**src/design/triangle_normal_tangent_core_defines.svh**
```systemverilog
// Assertion macros shared by the triangle normal/tangent core
`ifndef TRIANGLE_NORMAL_TANGENT_CORE_DEFINES_SVH
`define TRIANGLE_NORMAL_TANGENT_CORE_DEFINES_SVH

// checked outside reset
`define TNT_ASSERT(label, prop, msg) \
  label: assert property (@(posedge clk) disable iff (!rst_n) prop) else $error(msg);

// checked at every edge, reset included
`define TNT_ASSERT_RST(label, prop, msg) \
  label: assert property (@(posedge clk) prop) else $error(msg);

`endif

```
**src/design/tnt_pkg.sv**
```systemverilog
// Shared types, operation table and constants for the triangle normal/tangent core
package tnt_pkg;

  // operand register codes
  localparam logic [3:0] OPD_E1X = 4'd0;
  localparam logic [3:0] OPD_E1Y = 4'd1;
  localparam logic [3:0] OPD_E1Z = 4'd2;
  localparam logic [3:0] OPD_E2X = 4'd3;
  localparam logic [3:0] OPD_E2Y = 4'd4;
  localparam logic [3:0] OPD_E2Z = 4'd5;
  localparam logic [3:0] OPD_DU1 = 4'd6;
  localparam logic [3:0] OPD_DV1 = 4'd7;
  localparam logic [3:0] OPD_DU2 = 4'd8;
  localparam logic [3:0] OPD_DV2 = 4'd9;
  localparam int         OPD_N   = 10;

  // accumulator codes
  localparam logic [2:0] ACC_CRX = 3'd0;
  localparam logic [2:0] ACC_CRY = 3'd1;
  localparam logic [2:0] ACC_CRZ = 3'd2;
  localparam logic [2:0] ACC_TGX = 3'd3;
  localparam logic [2:0] ACC_TGY = 3'd4;
  localparam logic [2:0] ACC_TGZ = 3'd5;
  localparam logic [2:0] ACC_DET = 3'd6;
  localparam int         ACC_N   = 7;

  // multiply-accumulate sequence
  localparam logic [3:0] OP_FIRST_DET   = 4'd0;
  localparam logic [3:0] OP_FIRST_CROSS = 4'd2;
  localparam logic [3:0] OP_LAST_CROSS  = 4'd7;
  localparam logic [3:0] OP_FIRST_TAN   = 4'd8;
  localparam logic [3:0] OP_LAST_TAN    = 4'd13;

  // normalization
  localparam int C_W         = 30;
  localparam int NORM_HI_BIT = 30;
  localparam int NORM_LO_BIT = 29;
  localparam int SQ_W        = 64;
  localparam int LEN_W       = 32;
  localparam int SQRT_STEPS  = 32;

  localparam logic [1:0] ST_AREA_ZERO = 2'b01;
  localparam logic [1:0] ST_DET_ZERO  = 2'b10;

  typedef struct packed {
    logic [2:0] dst;
    logic [3:0] a;
    logic [3:0] b;
    logic       sub;
  } opinfo_t;

  typedef struct packed {
    logic       cap0;
    logic       cap1;
    logic       cap2;
    logic       mac_load;
    logic       mac_step;
    logic [3:0] op;
    logic       norm_load;
    logic       norm_shr;
    logic       norm_shl;
    logic       sq_step;
    logic       sqrt_init;
    logic       sqrt_step;
    logic       div_load;
    logic       div_step;
    logic       div_store;
    logic       vsel;
    logic [1:0] idx;
    logic       out_load;
    logic [1:0] status;
  } cmd_t;

  typedef struct packed {
    logic det_zero;
    logic det_neg;
    logic norm_zero;
    logic norm_hi;
    logic norm_lo;
  } sts_t;

  function automatic opinfo_t op_info(input logic [3:0] op);
    opinfo_t r;
    case (op)
      4'd0:    r = '{ACC_DET, OPD_DU1, OPD_DV2, 1'b0};
      4'd1:    r = '{ACC_DET, OPD_DU2, OPD_DV1, 1'b1};
      4'd2:    r = '{ACC_CRX, OPD_E1Y, OPD_E2Z, 1'b0};
      4'd3:    r = '{ACC_CRX, OPD_E1Z, OPD_E2Y, 1'b1};
      4'd4:    r = '{ACC_CRY, OPD_E1Z, OPD_E2X, 1'b0};
      4'd5:    r = '{ACC_CRY, OPD_E1X, OPD_E2Z, 1'b1};
      4'd6:    r = '{ACC_CRZ, OPD_E1X, OPD_E2Y, 1'b0};
      4'd7:    r = '{ACC_CRZ, OPD_E1Y, OPD_E2X, 1'b1};
      4'd8:    r = '{ACC_TGX, OPD_DV2, OPD_E1X, 1'b0};
      4'd9:    r = '{ACC_TGX, OPD_DV1, OPD_E2X, 1'b1};
      4'd10:   r = '{ACC_TGY, OPD_DV2, OPD_E1Y, 1'b0};
      4'd11:   r = '{ACC_TGY, OPD_DV1, OPD_E2Y, 1'b1};
      4'd12:   r = '{ACC_TGZ, OPD_DV2, OPD_E1Z, 1'b0};
      4'd13:   r = '{ACC_TGZ, OPD_DV1, OPD_E2Z, 1'b1};
      default: r = '{ACC_DET, OPD_E1X, OPD_E1X, 1'b0};
    endcase
    return r;
  endfunction

endpackage

```
**src/design/tnt_ctrl.sv**
```systemverilog
// Controller: corner counting, operation sequencing and output handshake
`include "triangle_normal_tangent_core_defines.svh"

module tnt_ctrl #(
  parameter int COORD_WIDTH = 32,
  parameter int UNIT_WIDTH  = 16
) (
  input  logic          clk,
  input  logic          rst_n,
  input  logic          in_tvalid,
  output logic          in_tready,
  output logic          out_tvalid,
  input  logic          out_tready,
  input  logic          cfg_we,
  input  logic          cfg_wdata,
  input  tnt_pkg::sts_t sts,
  output tnt_pkg::cmd_t cmd
);
  import tnt_pkg::*;

  localparam int EW    = COORD_WIDTH + 1;
  localparam int NB    = UNIT_WIDTH - 2 + C_W + 1;
  localparam int MAXN  = (EW > NB) ? ((EW > SQRT_STEPS) ? EW : SQRT_STEPS)
                                   : ((NB > SQRT_STEPS) ? NB : SQRT_STEPS);
  localparam int CNT_W = $clog2(MAXN);

  localparam logic [3:0] S_IDLE   = 4'd0;
  localparam logic [3:0] S_MAC_LD = 4'd1;
  localparam logic [3:0] S_MAC    = 4'd2;
  localparam logic [3:0] S_NLD    = 4'd3;
  localparam logic [3:0] S_NCHK   = 4'd4;
  localparam logic [3:0] S_NSHIFT = 4'd5;
  localparam logic [3:0] S_SQ     = 4'd6;
  localparam logic [3:0] S_SQI    = 4'd7;
  localparam logic [3:0] S_SQRT   = 4'd8;
  localparam logic [3:0] S_DLD    = 4'd9;
  localparam logic [3:0] S_DIV    = 4'd10;
  localparam logic [3:0] S_DST    = 4'd11;
  localparam logic [3:0] S_DONE   = 4'd12;

  logic [3:0]       state_r, state_nxt;
  logic [1:0]       corner_r, corner_nxt;
  logic             cfg_r, cfg_nxt;
  logic             tan_en_r, tan_en_nxt;
  logic [3:0]       op_r, op_nxt;
  logic [CNT_W-1:0] cnt_r, cnt_nxt;
  logic [1:0]       idx_r, idx_nxt;
  logic             vsel_r, vsel_nxt;
  logic             area0_r, area0_nxt;
  logic             out_valid_r, out_valid_nxt;
  logic             more_vec;

  assign in_tready  = state_r == S_IDLE;
  assign out_tvalid = out_valid_r;
  assign more_vec   = !vsel_r && tan_en_r && !sts.det_zero;

  always_comb begin
    state_nxt     = state_r;
    corner_nxt    = corner_r;
    cfg_nxt       = cfg_we ? cfg_wdata : cfg_r;
    tan_en_nxt    = tan_en_r;
    op_nxt        = op_r;
    cnt_nxt       = cnt_r;
    idx_nxt       = idx_r;
    vsel_nxt      = vsel_r;
    area0_nxt     = area0_r;
    out_valid_nxt = (out_valid_r && out_tready) ? 1'b0 : out_valid_r;
    cmd           = '0;
    cmd.op        = op_r;
    cmd.idx       = idx_r;
    cmd.vsel      = vsel_r;
    cmd.status    = (tan_en_r && sts.det_zero ? ST_DET_ZERO : 2'b00) |
                    (area0_r ? ST_AREA_ZERO : 2'b00);
    case (state_r)
      S_IDLE: begin
        if (in_tvalid) begin
          case (corner_r)
            2'd0: begin
              cmd.cap0   = 1'b1;
              corner_nxt = 2'd1;
            end
            2'd1: begin
              cmd.cap1   = 1'b1;
              corner_nxt = 2'd2;
            end
            default: begin
              cmd.cap2   = 1'b1;
              corner_nxt = 2'd0;
              tan_en_nxt = cfg_r;
              op_nxt     = cfg_r ? OP_FIRST_DET : OP_FIRST_CROSS;
              area0_nxt  = 1'b0;
              vsel_nxt   = 1'b0;
              state_nxt  = S_MAC_LD;
            end
          endcase
        end
      end
      S_MAC_LD: begin
        cmd.mac_load = 1'b1;
        cnt_nxt      = '0;
        state_nxt    = S_MAC;
      end
      S_MAC: begin
        cmd.mac_step = 1'b1;
        cnt_nxt      = cnt_r + 1'b1;
        if (cnt_r == CNT_W'(EW - 1)) begin
          if (op_r == OP_LAST_CROSS) begin
            if (tan_en_r && !sts.det_zero) begin
              op_nxt    = OP_FIRST_TAN;
              state_nxt = S_MAC_LD;
            end else begin
              state_nxt = S_NLD;
            end
          end else if (op_r == OP_LAST_TAN) begin
            state_nxt = S_NLD;
          end else begin
            op_nxt    = op_r + 1'b1;
            state_nxt = S_MAC_LD;
          end
        end
      end
      S_NLD: begin
        cmd.norm_load = 1'b1;
        state_nxt     = S_NCHK;
      end
      S_NCHK: begin
        if (sts.norm_zero) begin
          if (!vsel_r) area0_nxt = 1'b1;
          if (more_vec) begin
            vsel_nxt  = 1'b1;
            state_nxt = S_NLD;
          end else begin
            state_nxt = S_DONE;
          end
        end else begin
          state_nxt = S_NSHIFT;
        end
      end
      S_NSHIFT: begin
        if (sts.norm_hi) begin
          cmd.norm_shr = 1'b1;
        end else if (sts.norm_lo) begin
          cmd.norm_shl = 1'b1;
        end else begin
          idx_nxt   = 2'd0;
          state_nxt = S_SQ;
        end
      end
      S_SQ: begin
        cmd.sq_step = 1'b1;
        idx_nxt     = idx_r + 1'b1;
        if (idx_r == 2'd2) state_nxt = S_SQI;
      end
      S_SQI: begin
        cmd.sqrt_init = 1'b1;
        cnt_nxt       = '0;
        state_nxt     = S_SQRT;
      end
      S_SQRT: begin
        cmd.sqrt_step = 1'b1;
        cnt_nxt       = cnt_r + 1'b1;
        if (cnt_r == CNT_W'(SQRT_STEPS - 1)) begin
          idx_nxt   = 2'd0;
          state_nxt = S_DLD;
        end
      end
      S_DLD: begin
        cmd.div_load = 1'b1;
        cnt_nxt      = '0;
        state_nxt    = S_DIV;
      end
      S_DIV: begin
        cmd.div_step = 1'b1;
        cnt_nxt      = cnt_r + 1'b1;
        if (cnt_r == CNT_W'(NB - 1)) state_nxt = S_DST;
      end
      S_DST: begin
        cmd.div_store = 1'b1;
        if (idx_r == 2'd2) begin
          if (more_vec) begin
            vsel_nxt  = 1'b1;
            state_nxt = S_NLD;
          end else begin
            state_nxt = S_DONE;
          end
        end else begin
          idx_nxt   = idx_r + 1'b1;
          state_nxt = S_DLD;
        end
      end
      S_DONE: begin
        if (!out_valid_r || out_tready) begin
          cmd.out_load  = 1'b1;
          out_valid_nxt = 1'b1;
          state_nxt     = S_IDLE;
        end
      end
      default: state_nxt = S_IDLE;
    endcase
  end

  always_ff @(posedge clk) begin
    if (!rst_n) begin
      state_r     <= S_IDLE;
      corner_r    <= 2'd0;
      cfg_r       <= 1'b1;
      tan_en_r    <= 1'b0;
      op_r        <= OP_FIRST_DET;
      cnt_r       <= '0;
      idx_r       <= 2'd0;
      vsel_r      <= 1'b0;
      area0_r     <= 1'b0;
      out_valid_r <= 1'b0;
    end else begin
      state_r     <= state_nxt;
      corner_r    <= corner_nxt;
      cfg_r       <= cfg_nxt;
      tan_en_r    <= tan_en_nxt;
      op_r        <= op_nxt;
      cnt_r       <= cnt_nxt;
      idx_r       <= idx_nxt;
      vsel_r      <= vsel_nxt;
      area0_r     <= area0_nxt;
      out_valid_r <= out_valid_nxt;
    end
  end

  `TNT_ASSERT_RST(a_reset_clears, !rst_n |=> (!out_valid_r && state_r == S_IDLE), "reset state")
  `TNT_ASSERT(a_third_starts, (in_tvalid && in_tready && corner_r == 2'd2) |=> (state_r == S_MAC_LD), "third corner must start triangle")
  `TNT_ASSERT(a_no_overwrite, cmd.out_load |-> (!out_valid_r || out_tready), "result overwritten")
  `TNT_ASSERT(a_tan_vec_gate, (state_r == S_NLD && vsel_r) |-> (tan_en_r && !sts.det_zero), "tangent normalized when disabled")
  `TNT_ASSERT(a_mac_follows, cmd.mac_load |=> (state_r == S_MAC && cnt_r == '0), "mac load not followed by steps")

endmodule

```
**config.mk**
```make
export PLATFORM = sky130hd
export DESIGN_NAME = tnt_ctrl
export DESIGN_NICKNAME = d
export VERILOG_FILES = /design/src/design/tnt_pkg.sv /design/src/design/tnt_ctrl.sv
export VERILOG_INCLUDE_DIRS = /design/src /design/src/design
export SDC_FILE = /design/constraint.sdc
export NUM_CORES = 1
export LEC_CHECK = 0
export BUFFER_PORTS_ARGS = -buffer_cell sky130_fd_sc_hd__buf_2
export CAP_MARGIN = 20
export CORE_MARGIN = 2
export CORE_UTILIZATION = 30
export DETAILED_ROUTE_END_ITERATION = 7
export GPL_TIMING_DRIVEN = 0
export PLACE_DENSITY_LB_ADDON = 0.15
export SKIP_CTS_REPAIR_TIMING = 1
export SLEW_MARGIN = 15
export SYNTH_ARGS = -nofsm -noshare
export SYNTH_HDL_FRONTEND = slang
export SYNTH_SLANG_ARGS = --single-unit
```
**constraint.sdc**
```tcl
create_clock -name clk -period 3.7 [get_ports clk]
set_clock_uncertainty 0.05 [all_clocks]
set_input_delay 0.185 -clock clk [delete_from_list [all_inputs] [get_ports clk]]
set_output_delay 0.185 -clock clk [all_outputs]
set_load 0.01 [all_outputs]
```
# Word level (Yosys, flattened, before mapping)
# Index checks and enable logic that the tools add are counted.
# op_classes
n_addsub	3
n_eq_ne	34
n_mux	65
n_bitwise	2
reduce_logical	26
# ops
operator	count
$mux W4	19
$pmux W4 S13	1
$mux W1	28
$ne A2 B2 Y1 const B	13
$eq A4 B4 Y1 const B	6
$eq A4 B3 Y1 const B	5
$mux W2	9
$reduce_and A5 Y1	3
$eq A6 B6 Y1 const B	2
$pmux W6 S2	1
$reduce_and A9 Y1	1
$eq A4 B2 Y1 const B	2
$pmux W2 S4	1
$pmux W4 S2	1
$add A6 B1 Y6 const B	1
$eq A6 B5 Y1 const B	1
$mux W3	2
$ne A3 B3 Y1 const B	2
$reduce_and A6 Y1	1
$reduce_bool A2 Y1	3
$reduce_or A3 Y1	2
$logic_and A1 B1 Y1	5
$add A4 B1 Y4 const B	1
$eq A4 B1 Y1 const B	1
other kinds (17)	19
# word_totals
register_bits	23
inputBits	11
output_inout_bits	26
word_cells	140

# Depth between registers and ports, before layout
# Gate-level depths: netlist of the first run.
# depth
word_depth	6
depth_mapped	7
mapped_depth_nobuf	7

# Least setup slack after synthesis of the first run
# No wires, ideal clock.
# synth_timing
kind	reg-to-reg
start	reg op_r[0]
end	reg op_r[3]
arrival_time_ns	1.662
t_required_ns	3.538
path_slack_ns	1.876
stages_incl_launch_ff	7
synth_period_minus_slack_ns	1.824
cell_sequence	dfxtp_1 > ha_1 > inv_1 > o31a_1 > o211ai_2 > a21oi_1 > a2111oi_1
# synth_between
elab_chain_len	5
# synth_rtl
element	line	source
start, declared	tnt_ctrl.sv:45	logic [3:0] op_r, op_nxt;
start signal, assigned	tnt_ctrl.sv:219	op_r <= op_nxt;
$add A4 B1 Y4	tnt_ctrl.sv:117	op_nxt = op_r + 1'b1;
$mux W4	tnt_ctrl.sv:114	end else if (op_r == OP_LAST_TAN) begin
$mux W4	tnt_ctrl.sv:107	if (op_r == OP_LAST_CROSS) begin
$mux W4	tnt_ctrl.sv:106	if (cnt_r == CNT_W'(EW - 1)) begin
$pmux W4 S2	tnt_ctrl.sv:74	case (state_r)
# Several ways; a longest one is shown, not always the timed one. The select of a mux whose other input is x is not followed.
# A chain may end at the register's enable or synchronous reset.

==> metrics.log, run 1 <==
INFO  metric min-delay-path-class = input pin to register
INFO  metric worst-endpoint-arrival = 2.03 ns
INFO  metric yosys_warnings = 0
INFO  metric postLayoutCoreUtil = 0.369
INFO  metric timing_worst_slew_pin_value = 0.713 ns
INFO  metric cts.path.max_buffers = 2
INFO  metric cp_data_required_time = 3.46 ns
INFO  metric drt-wirelength-per-cell = 13.4 um
INFO  metric post_synth_inst_count = 216
INFO  metric nNetsFinal = 272
INFO  metric synth.yosys.seq_area_share = 0.294
INFO  metric synth_top_area_cell = sky130_fd_sc_hd__dfxtp_1
INFO  metric yosys_register_bits = 23
INFO  metric commonest_cells_post_synth = sky130_fd_sc_hd__nor2_1, sky130_fd_sc_hd__nand2_1, sky130_fd_sc_hd__dfxtp_1, sky130_fd_sc_hd__a21oi_1
INFO  metric globalRoute.totalOverflow = 0
INFO  metric final_layout_size_suffix_gt1_frac = 0.188
INFO  metric maxSlewHeadroom = 0.520
INFO  metric max_freq = 441 MHz
INFO  metric dr_vias_cell = 5.01
INFO  metric cts_tree = done
INFO  metric numClockSinks = 23
INFO  metric drv.max_cap_violation_count = 0
INFO  metric arithmetic_cell_share_of_the_synthesized_area_counting_full_adders_half_adders_and_majority_gates = 0.0400
INFO  metric yosys-mux-area-fraction = 0.0448
INFO  metric design.die.area = 5810 um^2
INFO  metric cts_root_buffer = sky130_fd_sc_hd__clkbuf_8
INFO  metric core = 5070 um^2
INFO  metric outcome = completed
INFO  metric io_buffers = 35
INFO  metric netlist_area = 1570 um^2
INFO  metric layout.filler_cells = 577
INFO  metric post_synth.cell_area_avg = 7.25 um^2
INFO  metric rsz0062_at_grt = false
INFO  metric critical_path.startpoint_type = register
INFO  metric antennaDiodeCount = 0
INFO  metric totalNegativeSetupSlack = 0 ns
INFO  metric synth-compound-area-share = 0.208
INFO  metric timing.final.max_slew_violations = 0
INFO  metric final_total_pwr = 0.000467 W
INFO  metric num_rows = 26
INFO  metric ctsHtreeMaxLevel = 1
INFO  metric netlist.area_leader.share = 0.294
INFO  metric peakVddDrop = 0.118 mV
INFO  metric synth_simple_gate_area_frac = 0.345
INFO  metric detailedRoute.firstIterationViolations = 104
INFO  metric initial_core_util = 0.308
INFO  metric minimum_clock_period_after_layout = 2.27 ns
INFO  metric cts.clk_slew.worst_paths = 0.09 ns
INFO  metric setup.worst_path.class = register to primary output
INFO  metric grtUsageTotal = 0.150
INFO  metric grt_max_degree = 13
INFO  metric dp_hpwl = 3.29 mm
INFO  metric boundaryPins = 37
INFO  metric post-place-cells = 321
INFO  metric dieWidth = 76.2 um
INFO  metric antenna_found_initial = 0
INFO  metric power.density_cell_area = 250 nW/um^2
INFO  metric insertion_delay = 0.27 ns
INFO  metric critPathMaxFanout = 10
INFO  metric via_count_of_the_first_global_routing_pass = 1,472
INFO  metric die_h = 76.2 um
INFO  metric route.final.wire_length = 4.37 mm
INFO  metric ys_dominant_reg_cell = sky130_fd_sc_hd__dfxtp_1
INFO  metric grt_pass1_wl = 7.21 mm
INFO  metric synth_top_family_by_area = simple AND/OR/NAND/NOR gates
INFO  metric final-instance-count-excl-fill = 325
INFO  metric finalCritPeriodShare = 0.612
INFO  metric number_of_distinct_library_cells_after_synthesis = 47
INFO  metric postRouteAntennaNets = 0
INFO  metric post-route-drc-count = 0
INFO  metric post_synth_xor_area_fraction = 0
INFO  metric drt_pre_antenna_iters = 4
INFO  metric vias = 1,627
INFO  metric ys_async_sr_fraction = 0
INFO  metric crit_path_end_kind = primary output
INFO  metric cts-buffers-inserted = 3
INFO  metric area_delta_synth_final = 19.7%
INFO  metric top_area_cells_in_the_synthesized_netlist = sky130_fd_sc_hd__dfxtp_1, sky130_fd_sc_hd__nor2_1, sky130_fd_sc_hd__nand2_1
INFO  metric setup-violations-final = 0
INFO  metric synth_most_common_cell = sky130_fd_sc_hd__nor2_1
INFO  metric synth_enable_flop_cells = 0
INFO  metric hold_viol_final = 0
INFO  metric power.static_leakage = 0.784 nW
INFO  metric worst_hold_slack = 0.0744 ns
INFO  metric gpl.final_weighted_congestion = 0.830
INFO  metric syn_nets = 232
[layer usage]
layer  track usage  routed length, um  up-vias
met5             0                  0        -
met4        0.0327                 15        0
met3        0.0166                141        2
met2         0.232               1930       35
met1         0.224               2280      746
li1              -                  -      844
[per-stage QoR]
step / area, um^2 / worst slack (ns)
4_1_cts: 1870 / 1.44
3_3_place_gp: 1830 / 1.56
6_report: 1870 / 1.43
5_1_grt: 1870 / 1.22
3_5_place_dp: 1830 / 1.55
2_1_floorplan: 1570 / 1.88
[kinds of logic (layout without fill, tap and decap cells)]
group           count (synthesis)  after routing
compound gates                 50             50
fa+ha+maj                       5              5
buf+inv                        26             65
flops                          23             23
mux                             7              7
simple gates                  105            105
[final cells by class]
type	count	area [um^2]	share of cell area
buffer	12	55.1	0.0294
clock buffer	4	45.0	0.0240
inverter	14	52.6	0.0281
multi-input combinational	167	997	0.532
sequential	23	460	0.246
tap	70	87.6	0.0468
timing repair buffer	35	175	0.0935
[report_power, final]
group | internal [W] | total (W) | switching [W] | leakage [nW]
sequential | 0.000251 | 0.000255 | 0.00000352 | 0.186
combinational | 0.0000184 | 0.0000470 | 0.0000286 | 0.576
clock | 0.0000771 | 0.000166 | 0.0000888 | 0.0228
[cells in the final DEF (no fill, tap or decap), drive strengths merged, types with 2 or more instances in the layout]
master | synthesis | final
a21oi | 17 | 17
a311oi | 2 | 2
a31oi | 2 | 2
and2 | 5 | 5
buf | 4 | 39
clkbuf | 8 | 12
dfxtp | 23 | 23
ha | 5 | 5
inv | 13 | 13
mux2i | 7 | 7
nand2 | 24 | 24
nand2b | 5 | 5
nand3 | 5 | 5
nand3b | 5 | 5
nand4 | 3 | 3
nor2 | 28 | 28
nor2b | 3 | 3
nor3 | 10 | 10
nor3b | 3 | 3
nor4bb | 2 | 2
o211ai | 4 | 4
o21ai | 13 | 13
or3 | 3 | 3
or3b | 2 | 2
[state kept, by name (all words and copies together) (netlist names)]
register / count
op_r: 4
out_tvalid: 1
idx_r: 2
tan_en_r: 1
cnt_r: 6
vsel_r: 1
corner_r: 2
state_r: 4
area0_r: 1
cfg_r: 1
[critical path: stages (launching register included)]
cell and delay, ns:
sky130_fd_sc_hd__dfxtp_1 0.45, sky130_fd_sc_hd__clkbuf_1 0.34, sky130_fd_sc_hd__clkbuf_1 0.38, sky130_fd_sc_hd__nor2_1 0.09, sky130_fd_sc_hd__nand3_1 0.18, sky130_fd_sc_hd__nor2_1 0.06
sky130_fd_sc_hd__nand2_1 0.10, sky130_fd_sc_hd__inv_1 0.04, sky130_fd_sc_hd__buf_2 0.13
[worst paths after layout]
| path | from | endpoint | slack (ns) | depth (start not counted) |
|---|---|---|---|---|
| worst max register to register | cnt_r[0] | state_r[3] | 1.56 | 6 |
| worst min register to register | idx_r[1] | idx_r[1] | 0.44 | 2 |
| worst min-delay path | cfg_wdata | cfg_r | 0.07 | 3 |
| worst max-delay path | state_r[2] | cmd[22] | 1.43 | 8 |
(Power assumes the default switching activity.)
==> run 2: changes to the inputs <==
clock period = 2.08 ns   (was 3.7 ns; I/O delays follow)
==> run 2 against run 1 <==
Effect of this change: the run now ends with negative hold slack left; non-clock buffer count is the same; core utilization rose by 0.79 points; sequential power is 78% higher; register-to-register slack got worse by 1.5 ns; die area unchanged; worst setup slack lost 1.4 ns; critical path depth is 2 lower; clock power up 79%; final cell count stayed put; hold slack worse by 0.083 ns; final area rose by 2.1%.
==> metrics.log, run 2 (synthesized netlist as in run 1, its figures left out) <==
INFO  metric outcome = finished with violations (was completed)
INFO  metric violations = negative hold slack
INFO  metric ctsHtreeMaxLevel = 1 (unchanged)
INFO  metric post-route-drc-count = 0 (unchanged)
INFO  metric layout.cells.most_common_list = sky130_fd_sc_hd__buf_2, sky130_fd_sc_hd__nor2_1, sky130_fd_sc_hd__nand2_1 (unchanged)
INFO  metric r2r.worst_path.cells = 6 (unchanged)
INFO  metric critical_path.reg2reg.startpoint = op_r[0] (was cnt_r[0])
INFO  metric core = 5070 um^2 (unchanged)
INFO  metric dieWidth = 76.2 um (unchanged)
INFO  metric cts-buffers-inserted = 3 (unchanged)
INFO  metric rsz0062_at_grt = true (was false)
INFO  metric globalRoute.totalOverflow = 0 (unchanged)
INFO  metric maxSlewHeadroom = 0.645 (was 0.520)
INFO  metric largest_register_ff_count = 6 (unchanged)
INFO  metric peakVddDrop = 0.208 mV (was 0.118 mV)
INFO  metric dr_vias_cell = 5.03 (was 5.01)
INFO  metric antennaDiodeCount = 0 (unchanged)
INFO  metric drt_pre_antenna_iters = 4 (unchanged)
INFO  metric postRouteAntennaNets = 0 (unchanged)
INFO  metric most_flops_register = cnt_r (unchanged)
INFO  metric via_count_of_the_first_global_routing_pass = 1,472 (unchanged)
INFO  metric crit_path_end_kind = register (was primary output)
INFO  metric grt_pass1_wl = 7.21 mm (unchanged)
INFO  metric timing_worst_slew_pin_value = 0.532 ns (was 0.713 ns)
INFO  metric drt-wirelength-per-cell = 13.4 um (about the same)
INFO  metric crit_path_end = op_r[3] (was cmd[22])
INFO  metric gpl.final_weighted_congestion = 0.830 (unchanged)
INFO  metric area_delta_synth_final = 22.2% (was 19.7%)
INFO  metric antenna_found_initial = 0 (unchanged)
INFO  metric timing.hold.worst_path_depth = 3 (unchanged)
INFO  metric grtUsageTotal = 0.150 (unchanged)
INFO  metric final_layout_size_suffix_gt1_frac = 0.243 (was 0.188)
INFO  metric critPathMaxFanout = 7 (was 10)
INFO  metric grt_max_degree = 13 (unchanged)
INFO  metric finalCritPeriodShare = 0.962
INFO  metric setup.worst_path.class = register to register (was register to primary output)
INFO  metric regToRegEndpoint = op_r[3] (was state_r[3])
INFO  metric worst-endpoint-arrival = 2.11 ns (was 2.03 ns)
INFO  metric min-delay-path-class = input pin to register (unchanged)
INFO  metric num_rows = 26 (unchanged)
INFO  metric max_freq = 500 MHz
INFO  metric power.static_leakage = 0.813 nW (was 0.784 nW)
INFO  metric hold_viol_final = 1 (was 0)
INFO  metric design.die.area = 5810 um^2 (unchanged)
INFO  metric minimum_clock_period_after_layout = 2.00 ns
INFO  metric io_buffers = 35 (unchanged)
INFO  metric post-place-cells = 321 (unchanged)
INFO  metric die_h = 76.2 um (unchanged)
INFO  metric route.final.wire_length = 4.35 mm (was 4.37 mm)
INFO  metric final-instance-count-excl-fill = 325 (unchanged)
INFO  metric cts_root_buffer = sky130_fd_sc_hd__clkbuf_8 (unchanged)
INFO  metric critical_path.startpoint_type = register (unchanged)
INFO  metric boundaryPins = 37 (unchanged)
INFO  metric reg_top3 = cnt_r: 6 flops, op_r: 4 flops, state_r: 4 flops (unchanged)
INFO  metric numClockSinks = 23 (unchanged)
INFO  metric cts_tree = done (unchanged)
INFO  metric drv.max_cap_violation_count = 0 (unchanged)
INFO  metric dp_hpwl = 3.29 mm (unchanged)
INFO  metric cp_data_required_time = 2.19 ns (was 3.46 ns)
INFO  metric timing.final.max_slew_violations = 0 (unchanged)
INFO  metric vias = 1,636 (was 1,627)
INFO  metric final_total_pwr = 0.000836 W (was 0.000467 W)
INFO  metric worst_hold_slack = -0.00895 ns (was 0.0744 ns)
INFO  metric initial_core_util = 0.308 (unchanged)
INFO  metric most_frequent_standard_cell_in_the_layout_excluding_fill_and_tap_cells = sky130_fd_sc_hd__buf_2 (unchanged)
INFO  metric detailedRoute.firstIterationViolations = 92 (was 104)
INFO  metric nNetsFinal = 272 (unchanged)
INFO  metric setup.worst_path.start = op_r[0] (was state_r[2])
INFO  metric cts.clk_slew.worst_paths = 0.09 ns (about the same)
INFO  metric ff2ff_setup_slack = 0.08 ns (was 1.56 ns)
INFO  metric insertion_delay = 0.27 ns (about the same)
INFO  metric cts.path.max_buffers = 2 (unchanged)
INFO  metric setup-violations-final = 0 (unchanged)
INFO  metric power.density_cell_area = 437 nW/um^2 (was 250 nW/um^2)
[run 2: changes by cell type in the layout (fill, tap and decap cells not counted), moves of 2 or more]
cell and change:
sky130_fd_sc_hd__clkbuf_2 +5, sky130_fd_sc_hd__nor2_2 +2, sky130_fd_sc_hd__dfxtp_2 +2, sky130_fd_sc_hd__clkbuf_1 -5, sky130_fd_sc_hd__nor2_1 -2, sky130_fd_sc_hd__dfxtp_1 -2
[run 2: routing by layer]
layer | vias to the layer above | global-route usage | routed length (um)
met3 | 2 | 0.0166 | 109
met5 | - | 0 | 0
met1 | 760 | 0.224 | 2260
li1 | 846 | - | -
met2 | 28 | 0.232 | 1960
met4 | 0 | 0.0327 | 15
[run 2: final cells by class]
class                      instances  area (um^2)
buffer                            12         61.3
clock buffer                       4         45.0
fill                             569         3160
inverter                          14         52.6
multi-input combinational        167         1030
sequential                        23          463
tap                               70         87.6
timing repair buffer              35          175
[run 2: power by group]
| part | switching [W] | leakage, nW | internal [W] | total, W |
|---|---|---|---|---|
| Sequential | 0.00000687 | 0.187 | 0.000446 | 0.000453 |
| Clock | 0.000160 | 0.0228 | 0.000137 | 0.000297 |
| Combinational | 0.0000517 | 0.603 | 0.0000341 | 0.0000857 |
[run 2: how the worst min path moves through the flow]
stage                        to      start  slack [ns]
final                     cfg_r  cfg_wdata      -0.009
after global placement    cfg_r  cfg_wdata        0.27
after global routing      cfg_r  cfg_wdata      0.0005
after detailed placement  cfg_r  cfg_wdata        0.27
after CTS                 cfg_r  cfg_wdata       -0.01
after floorplan           cfg_r  cfg_wdata        0.18
[run 2: metrics by stage]
step / setup WS, ns / instance area (um^2) / setup TNS [ns] / utilization
after floorplan: 0.256 / 1570 / 0 / -
after global placement: -0.0587 / 1830 / -0.183 / 0.360
after detailed placement: -0.0742 / 1830 / -0.309 / 0.360
after CTS: -0.0997 / 1870 / -0.560 / 0.369
after global routing: -0.0191 / 1910 / -0.0340 / 0.377
final: 0.0800 / 1910 / 0 / 0.377
[run 2: worst max-delay path, stage by stage (launching register included)]
cell and delay (ns):
sky130_fd_sc_hd__dfxtp_1 0.45, sky130_fd_sc_hd__ha_1 0.24, sky130_fd_sc_hd__inv_1 0.08, sky130_fd_sc_hd__o31a_1 0.31
sky130_fd_sc_hd__o211ai_2 0.32, sky130_fd_sc_hd__a21oi_1 0.07, sky130_fd_sc_hd__a2111oi_1 0.37
==> run 3: changes to the inputs <==
CTS_BUF_LIST = sky130_fd_sc_hd__clkbuf_8 sky130_fd_sc_hd__clkbuf_16   (was unset)
==> run 3 against run 2 <==
Effect of this change: the flow still finishes with violations (negative hold slack); wire length grew 0.32%; sequential share of layout area is the same; sequential power hardly changed; global-route usage is the same; largest cell class unchanged; largest power group unchanged.
==> metrics.log, run 3 (synthesized netlist as in run 1, its figures left out) <==
INFO  metric nNetsFinal = 272 (unchanged)
INFO  metric peakVddDrop = 0.203 mV (was 0.208 mV)
INFO  metric setup-violations-final = 0 (unchanged)
INFO  metric grt_max_degree = 13 (unchanged)
INFO  metric layout.filler_cells = 569 (unchanged)
INFO  metric detailedRoute.firstIterationViolations = 92 (unchanged)
INFO  metric power.static_leakage = 0.817 nW (was 0.813 nW)
INFO  metric maxSlewHeadroom = 0.643 (was 0.645)
INFO  metric most_flops_register = cnt_r (unchanged)
INFO  metric setup.worst_path.class = register to register (unchanged)
INFO  metric cts_root_buffer = sky130_fd_sc_hd__clkbuf_8 (unchanged)
INFO  metric rsz0062_at_grt = true (unchanged)
INFO  metric gpl.final_weighted_congestion = 0.830 (unchanged)
INFO  metric dp_hpwl = 3.29 mm (unchanged)
INFO  metric cts.clk_slew.worst_paths = 0.09 ns (about the same)
INFO  metric route.final.wire_length = 4.36 mm (was 4.35 mm)
INFO  metric critical_path.reg2reg.startpoint = op_r[0] (unchanged)
INFO  metric dieWidth = 76.2 um (unchanged)
INFO  metric crit_buf_inv = 1 (unchanged)
INFO  metric timing.final.max_slew_violations = 0 (unchanged)
INFO  metric timing.critical_path.max_delay_family = compound AO/OA/AOI/OAI gates (unchanged)
INFO  metric grtUsageTotal = 0.150 (unchanged)
INFO  metric final-instance-count-excl-fill = 325 (unchanged)
INFO  metric boundaryPins = 37 (unchanged)
INFO  metric layout.cells.most_common_list = sky130_fd_sc_hd__buf_2, sky130_fd_sc_hd__nor2_1, sky130_fd_sc_hd__nand2_1 (unchanged)
INFO  metric vias = 1,643 (was 1,636)
INFO  metric drt_pre_antenna_iters = 4 (unchanged)
INFO  metric globalRoute.totalOverflow = 0 (unchanged)
INFO  metric grt_pass1_wl = 7.21 mm (unchanged)
INFO  metric most_frequent_standard_cell_in_the_layout_excluding_fill_and_tap_cells = sky130_fd_sc_hd__buf_2 (unchanged)
INFO  metric stage_delay_of_the_slowest_cell_on_the_critical_path = 0.45 ns (about the same)
INFO  metric num_rows = 26 (unchanged)
INFO  metric critical_path.startpoint_type = register (unchanged)
INFO  metric hold_viol_final = 1 (unchanged)
INFO  metric timing.hold.worst.start = cfg_wdata (unchanged)
INFO  metric timing_worst_slew_pin_value = 0.532 ns (about the same)
INFO  metric die_h = 76.2 um (unchanged)
INFO  metric post-route-drc-count = 0 (unchanged)
INFO  metric critical-path-slowest-cell = sky130_fd_sc_hd__dfxtp_1 (unchanged)
INFO  metric io_buffers = 35 (unchanged)
INFO  metric insertion_delay = 0.27 ns (about the same)
INFO  metric comb_power_share = 0.103 (about the same)
INFO  metric cts-buffers-inserted = 3 (unchanged)
INFO  metric violations = negative hold slack (unchanged)
INFO  metric cp_data_required_time = 2.19 ns (about the same)
INFO  metric timing.hold.worst_path_depth = 3 (unchanged)
INFO  metric antenna_found_initial = 0 (unchanged)
INFO  metric regToRegEndpoint = op_r[3] (unchanged)
INFO  metric worstPathCellList = ha_1, inv_1, o31a_1, o211ai_2, a21oi_1, a2111oi_1 (unchanged)
INFO  metric area_delta_synth_final = 22.2% (unchanged)
INFO  metric pwr-share-seq = 0.546 (was 0.542)
INFO  metric reg_top3 = cnt_r: 6 flops, op_r: 4 flops, state_r: 4 flops (unchanged)
INFO  metric postRouteAntennaNets = 0 (unchanged)
INFO  metric antennaDiodeCount = 0 (unchanged)
INFO  metric outcome = finished with violations (unchanged)
INFO  metric power_report.internal_total = 0.000613 W (was 0.000618 W)
INFO  metric via_count_of_the_first_global_routing_pass = 1,472 (unchanged)
INFO  metric ff2ff_setup_slack = 0.08 ns (about the same)
INFO  metric minimum_clock_period_after_layout = 2.00 ns (about the same)
INFO  metric power.density_cell_area = 434 nW/um^2 (was 437 nW/um^2)
INFO  metric critPathMaxFanout = 7 (unchanged)
INFO  metric power_dissipated_by_switching_net_loads = 0.000218 W (about the same)
INFO  metric r2r.worst_path.cells = 6 (unchanged)
INFO  metric dr_vias_cell = 5.06 (was 5.03)
INFO  metric finalCritPeriodShare = 0.962 (about the same)
INFO  metric crit_path_end_kind = register (unchanged)
INFO  metric cts.path.max_buffers = 2 (unchanged)
INFO  metric final_total_pwr = 0.000831 W (was 0.000836 W)
INFO  metric min-delay-path-class = input pin to register (unchanged)
INFO  metric largest_register_ff_count = 6 (unchanged)
INFO  metric initial_core_util = 0.308 (unchanged)
INFO  metric core = 5070 um^2 (unchanged)
INFO  metric worst-endpoint-arrival = 2.11 ns (about the same)
INFO  metric final_layout_size_suffix_gt1_frac = 0.243 (unchanged)
INFO  metric cts_tree = done (unchanged)
INFO  metric max_freq = 500 MHz (about the same)
INFO  metric drt-wirelength-per-cell = 13.4 um (about the same)
INFO  metric worst_hold_slack = -0.00887 ns (was -0.00895 ns)
INFO  metric ctsHtreeMaxLevel = 1 (unchanged)
INFO  metric drv.max_cap_violation_count = 0 (unchanged)
INFO  metric post-place-cells = 321 (unchanged)
INFO  metric numClockSinks = 23 (unchanged)
INFO  metric swShare = 0.262 (was 0.261)
INFO  metric whs_endpoint = cfg_r (unchanged)
INFO  metric p_clk_frac = 0.351 (was 0.355)
INFO  metric design.die.area = 5810 um^2 (unchanged)
[run 3: changes by cell type in the layout (fill, tap and decap cells not counted)]
cell                       change
sky130_fd_sc_hd__clkbuf_1      -1
sky130_fd_sc_hd__inv_1         +1
[run 3: how the worst max path moves through the flow]
| stage | start | to | slack, ns | cells past startpoint |
|---|---|---|---|---|
| 6_report | op_r[0] | op_r[3] | 0.08 | 6 |
| 3_3_place_gp | cnt_r[0] | state_r[3] | -0.06 | 6 |
| 5_1_grt | op_r[0] | op_r[3] | -0.02 | 6 |
| 3_5_place_dp | cnt_r[0] | state_r[3] | -0.07 | 6 |
| 4_1_cts | state_r[2] | cmd[22] | -0.1 | 8 |
| 2_1_floorplan | op_r[0] | op_r[3] | 0.26 | 6 |
[run 3: power groups by stage]
stage               registers [W]  clock network, W   logic, W
finish                   0.000453          0.000292  0.0000858
global route             0.000455          0.000321  0.0000961
CTS                      0.000453          0.000302  0.0000839
detailed placement       0.000463                 0  0.0000836
global placement         0.000463                 0  0.0000836
floorplan                0.000461                 0  0.0000515
[run 3: layout make-up]
class / count / area (um^2) / share of cell area
buffer: 12 / 61.3 / 0.0320
clock buffer: 3 / 41.3 / 0.0216
clock inverter: 1 / 3.75 / 0.00196
inverter: 14 / 52.6 / 0.0275
multi-input combinational: 167 / 1030 / 0.538
sequential: 23 / 463 / 0.242
tap: 70 / 87.6 / 0.0458
timing repair buffer: 35 / 175 / 0.0916
[run 3: per-stage QoR]
| stage | util | instance area (um^2) | worst slack [ns] | TNS [ns] |
|---|---|---|---|---|
| finish | 0.377 | 1910 | 0.0798 | 0 |
| global placement | 0.360 | 1830 | -0.0587 | -0.183 |
| floorplan | - | 1570 | 0.256 | 0 |
| global route | 0.377 | 1910 | -0.0191 | -0.0339 |
| detailed placement | 0.360 | 1830 | -0.0742 | -0.309 |
| CTS | 0.369 | 1870 | -0.0997 | -0.561 |
[run 3: worst reg2reg max path, stage by stage, from the launching register on]
cell and delay, ns:
sky130_fd_sc_hd__dfxtp_1 0.45, sky130_fd_sc_hd__ha_1 0.24, sky130_fd_sc_hd__inv_1 0.08, sky130_fd_sc_hd__o31a_1 0.31, sky130_fd_sc_hd__o211ai_2 0.32, sky130_fd_sc_hd__a21oi_1 0.07
sky130_fd_sc_hd__a2111oi_1 0.37
[run 3: per-layer routing]
| metal | up-vias | share of wire | track usage |
|---|---|---|---|
| met4 | 0 | 0.0034 | 0.0327 |
| li1 | 846 | - | - |
| met5 | - | 0 | 0 |
| met1 | 765 | 0.51 | 0.224 |
| met2 | 30 | 0.45 | 0.232 |
| met3 | 2 | 0.028 | 0.0166 |
